--- config.mk ---
export PLATFORM = sky130hd
export DESIGN_NAME = ghp_ctrl
export DESIGN_NICKNAME = d
export VERILOG_FILES = /design/src/rtl/core/ghp_pkg.sv /design/src/rtl/core/ghp_ctrl.sv
export SDC_FILE = /design/constraint.sdc
export NUM_CORES = 1
export LEC_CHECK = 0
export BUFFER_PORTS_ARGS = -buffer_cell sky130_fd_sc_hd__buf_2
export CORE_AREA = 2 2 39 41
export DETAILED_ROUTE_END_ITERATION = 8
export DIE_AREA = 0 0 41 43
export PLACE_DENSITY = 0.65
export SYNTH_ARGS = -nofsm -noshare
export SYNTH_HDL_FRONTEND = slang
export SYNTH_SLANG_ARGS = --single-unit
--- constraint.sdc ---
create_clock -name clk -period 2.14 [get_ports clk]
set_input_delay 0.428 -clock clk [delete_from_list [all_inputs] [get_ports clk]]
set_output_delay 0.428 -clock clk [all_outputs]
set_load 0.1 [all_outputs]
--- src/rtl/core/ghp_pkg.sv ---
// ghp_pkg: shared types and constants for the generational handle pool.
// Used by every module under rtl/core except ghp_ram; depends on nothing.
package ghp_pkg;

    // fixed port field widths
    localparam int CMD_W   = 2;
    localparam int INDEX_W = 8;
    localparam int GEN_W   = 16;
    // common width for generation compares (GEN_BITS tops out at 32)
    localparam int CMP_W   = 32;

    localparam int DEF_SLOT_COUNT = 256;
    localparam int DEF_GEN_BITS   = 16;

    typedef enum logic [CMD_W-1:0] {
        OP_ALLOC   = 2'd0,
        OP_RELEASE = 2'd1,
        OP_LOOKUP  = 2'd2,
        OP_NONE    = 2'd3
    } ghp_op_t;

    typedef enum logic [3:0] {
        ST_CLEAR,
        ST_IDLE,
        ST_ISSUE,
        ST_A_UPD,
        ST_R_CHK,
        ST_W_CHK,
        ST_W_NXT,
        ST_DONE
    } ghp_state_t;

    // controller -> datapath
    typedef struct packed {
        logic clr_wr;
        logic latch;
        logic res_fail;
        logic rd_free;
        logic rd_ref;
        logic alloc_upd;
        logic res_look;
        logic rel_start;
        logic rd_ulink;
        logic walk_adv;
        logic unlink;
        logic free_push;
        logic out_load;
    } ghp_ctl_t;

    // datapath -> controller
    typedef struct packed {
        ghp_op_t op;
        logic    clr_last;
        logic    full;
        logic    in_range;
        logic    hit;
        logic    cur_zero;
        logic    cur_match;
        logic    steps_done;
        logic    out_free;
    } ghp_sts_t;

endpackage

--- src/rtl/core/ghp_ctrl.sv ---
// ghp_ctrl: sequencing state machine for the handle pool.
// Depends on ghp_pkg; drives ghp_dp through ghp_ctl_t, reads ghp_sts_t.
module ghp_ctrl
    import ghp_pkg::*;
(
    input  logic     clk,
    input  logic     rst_n,
    input  logic     in_valid,
    output logic     in_ready,
    input  ghp_sts_t sts,
    output ghp_ctl_t ctl
);

    ghp_state_t state_reg;
    ghp_state_t state_next;

    always_ff @(posedge clk or negedge rst_n)
    begin
        if (!rst_n)
        begin
            state_reg <= ST_CLEAR;
        end
        else
        begin
            state_reg <= state_next;
        end
    end

    always_comb
    begin
        state_next = state_reg;
        case (state_reg)
            ST_CLEAR:
            begin
                if (sts.clr_last)
                begin
                    state_next = ST_IDLE;
                end
            end
            ST_IDLE:
            begin
                if (in_valid)
                begin
                    state_next = ST_ISSUE;
                end
            end
            ST_ISSUE:
            begin
                case (sts.op)
                    OP_ALLOC:
                    begin
                        state_next = sts.full ? ST_DONE : ST_A_UPD;
                    end
                    OP_RELEASE, OP_LOOKUP:
                    begin
                        state_next = sts.in_range ? ST_R_CHK : ST_DONE;
                    end
                    default:
                    begin
                        state_next = ST_DONE;
                    end
                endcase
            end
            ST_A_UPD:
            begin
                state_next = ST_DONE;
            end
            ST_R_CHK:
            begin
                if (sts.op == OP_RELEASE && sts.hit)
                begin
                    state_next = ST_W_CHK;
                end
                else
                begin
                    state_next = ST_DONE;
                end
            end
            ST_W_CHK:
            begin
                if (sts.cur_zero || sts.steps_done)
                begin
                    state_next = ST_DONE;
                end
                else
                begin
                    state_next = ST_W_NXT;
                end
            end
            ST_W_NXT:
            begin
                state_next = sts.cur_match ? ST_DONE : ST_W_CHK;
            end
            ST_DONE:
            begin
                if (sts.out_free)
                begin
                    state_next = ST_IDLE;
                end
            end
            default:
            begin
                state_next = ST_IDLE;
            end
        endcase
    end

    always_comb
    begin
        ctl      = '0;
        in_ready = 1'b0;
        case (state_reg)
            ST_CLEAR:
            begin
                ctl.clr_wr = 1'b1;
            end
            ST_IDLE:
            begin
                in_ready  = 1'b1;
                ctl.latch = in_valid;
            end
            ST_ISSUE:
            begin
                case (sts.op)
                    OP_ALLOC:
                    begin
                        ctl.res_fail = sts.full;
                        ctl.rd_free  = !sts.full;
                    end
                    OP_RELEASE, OP_LOOKUP:
                    begin
                        ctl.res_fail = !sts.in_range;
                        ctl.rd_ref   = sts.in_range;
                    end
                    default:
                    begin
                        ctl.res_fail = 1'b1;
                    end
                endcase
            end
            ST_A_UPD:
            begin
                ctl.alloc_upd = 1'b1;
            end
            ST_R_CHK:
            begin
                ctl.res_look  = 1'b1;
                ctl.rel_start = (sts.op == OP_RELEASE) && sts.hit;
            end
            ST_W_CHK:
            begin
                if (sts.cur_zero || sts.steps_done)
                begin
                    ctl.free_push = 1'b1;
                end
                else
                begin
                    ctl.rd_ulink = 1'b1;
                end
            end
            ST_W_NXT:
            begin
                if (sts.cur_match)
                begin
                    ctl.unlink    = 1'b1;
                    ctl.free_push = 1'b1;
                end
                else
                begin
                    ctl.walk_adv = 1'b1;
                end
            end
            ST_DONE:
            begin
                ctl.out_load = sts.out_free;
            end
            default:
            begin
                ctl = '0;
            end
        endcase
    end

endmodule

# After elaboration in Yosys (flattened, before gate mapping)
# Cells that the tools add are included.
classes:
  eq_ne: 12
  mux: 27
  n_reduce_logical: 8
op_table:
  columns: ["cell", "count"]
  rows:
  - ["$pmux 4 s8", 1]
  - ["$eq 4x3->1 const B", 4]
  - ["$mux 1", 12]
  - ["$mux 2", 6]
  - ["$mux 4", 3]
  - ["$eq 4x2->1 const B", 2]
  - ["$mux 3", 2]
  - ["$ne 2x2->1 const B", 3]
  - ["$pmux 3 s2", 1]
  - ["$eq 4x1->1 const B", 1]
  - ["$logic_not 4->1", 1]
  - ["$pmux 1 s2", 2]
  - ["$reduce_and 3->1", 1]
  - ["$eq 2x1->1 const B", 1]
  - ["$eq 2x2->1 const B", 1]
  - ["$logic_not 1->1", 2]
  - ["$logic_not 2->1", 1]
  - ["$reduce_or 2->1", 1]
  - ["$logic_and 1x1->1", 1]
  - ["$logic_or 1x1->1", 1]
totals:
  ff_bits: 4
  out_inout_bits: 14

# Depth between registers and ports, before layout
logic_depth:
  depth_word: 4
  depth_mapped: 5
  mapped_depth_nobuf: 5

# Worst setup path before layout
# OpenSTA, ideal clock, no wires.
synth_timing:
  path_kind: "reg-to-output"
  start: "register state_reg[2]"
  end: "output port ctl[4] (netlist bit)"
  arrival_ps: 3528
  required_time_ps: 1712
  path_slack_ps: -1816
  stages_incl_launch_ff: 5
  path_buffers: 2
  cell_sequence: "dfrtp_1 -> buf_2 -> buf_2 -> nand2_1 -> nor4_1"
synth_lines:
  columns: ["item", "line_no", "text"]
  rows:
  - ["from (decl)", "ghp_ctrl.sv:14", "ghp_state_t state_reg;"]
  - ["from (signal assigned)", "ghp_ctrl.sv:25", "state_reg <= state_next;"]
  - ["to (decl)", "ghp_ctrl.sv:11", "output ghp_ctl_t ctl"]

==> results by group <==
Status
  • Outcome: finished, final reports clean

Clocking
  • Max clock buf depth: 2
  • Clock tree sinks: 3
  • CTS tree: built
  • Post-CTS setup buffer count: 0
  • CTS clk-pin slew, worst paths: 0.04 ns
  • H-tree Lvls: 1
  • CTS root buf: clkbuf_4
  • CTS Buf Count: 3
  • Clock Latency Late Sink: 0.25 ns

Route
  • WL final: 1220 um
  • Avg Vias per Cell: 5.01
  • Router iterations before antenna repair: 1
  • Detail Route Antenna Nets: 0
  • DRC viols: 0
  • Drt first-iter violations: 0
  • Average wire per standard cell: 11.6 um
  • Total number of vias: 526

Cells and area
  • P&R area growth vs syn: 89.7%
  • Final core occ: 59.9%
  • Share of layout cells above drive strength 1: 57.3%
  • N_diodes: 0
  • Final nets: 106
  • Max reg flops: 3

Logic synthesis
  • Yosys cell types: 31
  • Synth Net Count: 75
  • Top cells by count, synth: nand2_1 (6), nor2_1 (5), inv_1 (4)
  • Dominant synthesized flop cell: dfrtp_1
  • Number of flops mapped to enable cells by yosys: 0
  • Synth Cell Area: around 440 um^2
  • XOR/XNOR share of the synthesized area: 0%
  • Mapped Avg Cell Area: 7.40 um^2
  • Simple logic cell fraction of the synthesized area: about 43%
  • Mux share of post-synthesis cell area: 0%
  • Synth Area in Compound Gates: between 20% and 30%
  • Asr flop ratio synth: between 90% and 100%
  • Synth warn: 0
  • Adder-cell share of the synthesized area: 8.60%
  • Top post-synthesis cells by area: dfrtp_1 (17%), ha_1 (8.6%), nor3b_2 (5.7%)
  • Largest area contributor in the netlist: dfrtp_1
  • Synth top area share: 17.2%
  • Largest family of logic cells by synthesized area: simple AND/OR/NAND/NOR gates
  • Synth Instances: between 50 and 60
  • Post-synthesis sequential area ratio: 17.2%
  • Post-synthesis register bit count: 3
  • Count leader, synth: nand2_1

Placed design
  • Worst slack, placed: slightly below 0.06 ns
  • DP HPWL: between 1000 and 1500 um
  • Port Buf Inserts: 26
  • GPL Wtd Cong: 0.723

STA
  • Slew @ Worst Pin: 0.487 ns
  • Setup TNS: 0 ns
  • Max transition margin: about two thirds
  • Final Hold Viols: 0
  • Min cycle time layout: 2.03 ns
  • Worst clock skew: 0.00567 ns
  • RSZ-0062 raised after global routing: false
  • Final Cycle Share: 94.9%
  • Fin worst setup slack: 0.109 ns
  • Final setup fails: 0
  • Max Clk Rate: slightly below 0.5 GHz
  • Slew Limit Fails: 0

Critical path
  • Critical Path RT: 1.71 ns
  • Crit path from: state_reg[2]$_DFFE_PN0P_
  • CP endpoint kind: output pin
  • Worst R2R Path Depth: 4
  • Max Fanout on Critical Path: 14
  • RR Startpoint: state_reg[0]$_DFFE_PN0P_
  • Crit Path Category: reg2out
  • Critical Path AT: ~1.6 ns
  • Setup crit start kind: flip-flop
  • Reg2reg setup slack: 0.72 ns

Global route
  • Busiest grt layer: met2
  • Antenna violations before repair: 0
  • Met3 Use GR: about 2.1%
  • Grt total ovfl: 0
  • Met1 Usage GRT: 18.8%
  • Vias in the first global route: around 500
  • Largest net degree at the start of global routing: 15
  • Met2 Use GR: 28.1%
  • First-pass GRT wire length: 2040 um
  • Total GRT Usage: ~17%

Min path
  • Worst min-delay path class: in2async

Pwr
  • Pwr Total: approximately 1.1 mW
  • Leak pwr: 0.369 nW
  • Max rail drop VDD: around 630 uV
  • Pwr/cell area: 1330 nW/um^2

Floorplan
  • Rows: 14
  • Core area: 1380 um^2
  • # IOs: 27
  • Die width: 41 um
  • Initial Util: between 30% and 40%
  • Die area: 1760 um^2
  • Die Ht: 43 um

Run
  • Max cap viols: 0
==> cell usage in the layout (no fill, tap or decap), types with 2 or more instances in the layout <==
master	synthesis	final
a21oi_1	3	3
a31oi_1	2	2
buf_12	0	9
buf_2	3	16
buf_4	0	3
clkbuf_4	0	4
dfrtp_1	3	2
ha_1	3	3
inv_1	4	4
nand2_1	6	6
nand3_1	2	2
nor2_2	0	3
nor2b_1	3	2
nor3b_4	0	2
o21ai_0	2	2
o31ai_1	2	2
==> through the flow <==
step	instance area, um^2	hold slack, ns	instances
after floorplan	508	0.132	59
after global placement	783	0.224	100
after detailed placement	783	0.226	100
after CTS	820	0.492	105
after global routing	828	0.523	105
final	828	0.501	105
==> power by group <==
group,switching (mW),internal [mW]
combinational,0.560,0.280
clock,0.0367,0.0703
sequential,0.0739,0.0846
total,0.670,0.435
==> worst max-delay path, cell delays in order, from the launching register on <==
cell	delay (ns)
dfrtp_1	0.52
buf_4	0.23
nor3_2	0.17
buf_2	0.45
==> logic make-up (layout without fill, tap and decap cells) <==
group,Yosys count,count (layout)
AO/OA/AOI/OAI,14,14
adder cells (fa/ha/maj),3,3
buffers and inverters,8,38
flip-flops,3,3
AND/OR/NAND/NOR,31,31
==> worst paths after layout <==
| check | to |
|---|---|
| worst min register to register | state_reg[2]$_DFFE_PN0P_ |
| min in group clk | state_reg[0]$_DFFE_PN0P_ |
| worst min-delay path | state_reg[0]$_DFFE_PN0P_ |
| worst max register to register | state_reg[0]$_DFFE_PN0P_ |
| worst max-delay path | ctl[12] |
| max in group asynchronous | state_reg[1]$_DFFE_PN0P_ |
==> routing by layer <==
| metal | share of wire [%] | wire length, um | up-vias |
|---|---|---|---|
| met1 | 39 | 475 | 237 |
| met4 | 2.1 | 25 | 0 |
| met3 | 4.2 | 51 | 2 |
| met5 | 0 | 0 | - |
| met2 | 55 | 667 | 15 |
| li1 | - | - | 272 |
==> what timing repair did <==
action / in CTS / in global routing
gates resized for setup: 0 / 3
endpoints found under the setup margin: 0 / 3
hold endpoints to repair: 3 / 0
hold buffers: 1 / 0
==> cell type report <==
class / count / area (um^2)
clock buffer: 4 / 26.3
fill: 130 / 556
multi-input combinational: 48 / 390
timing repair buffer: 30 / 300
inverter: 4 / 15.0
tap: 16 / 20.0
sequential: 3 / 76.3
(Power assumes the default switching activity.)
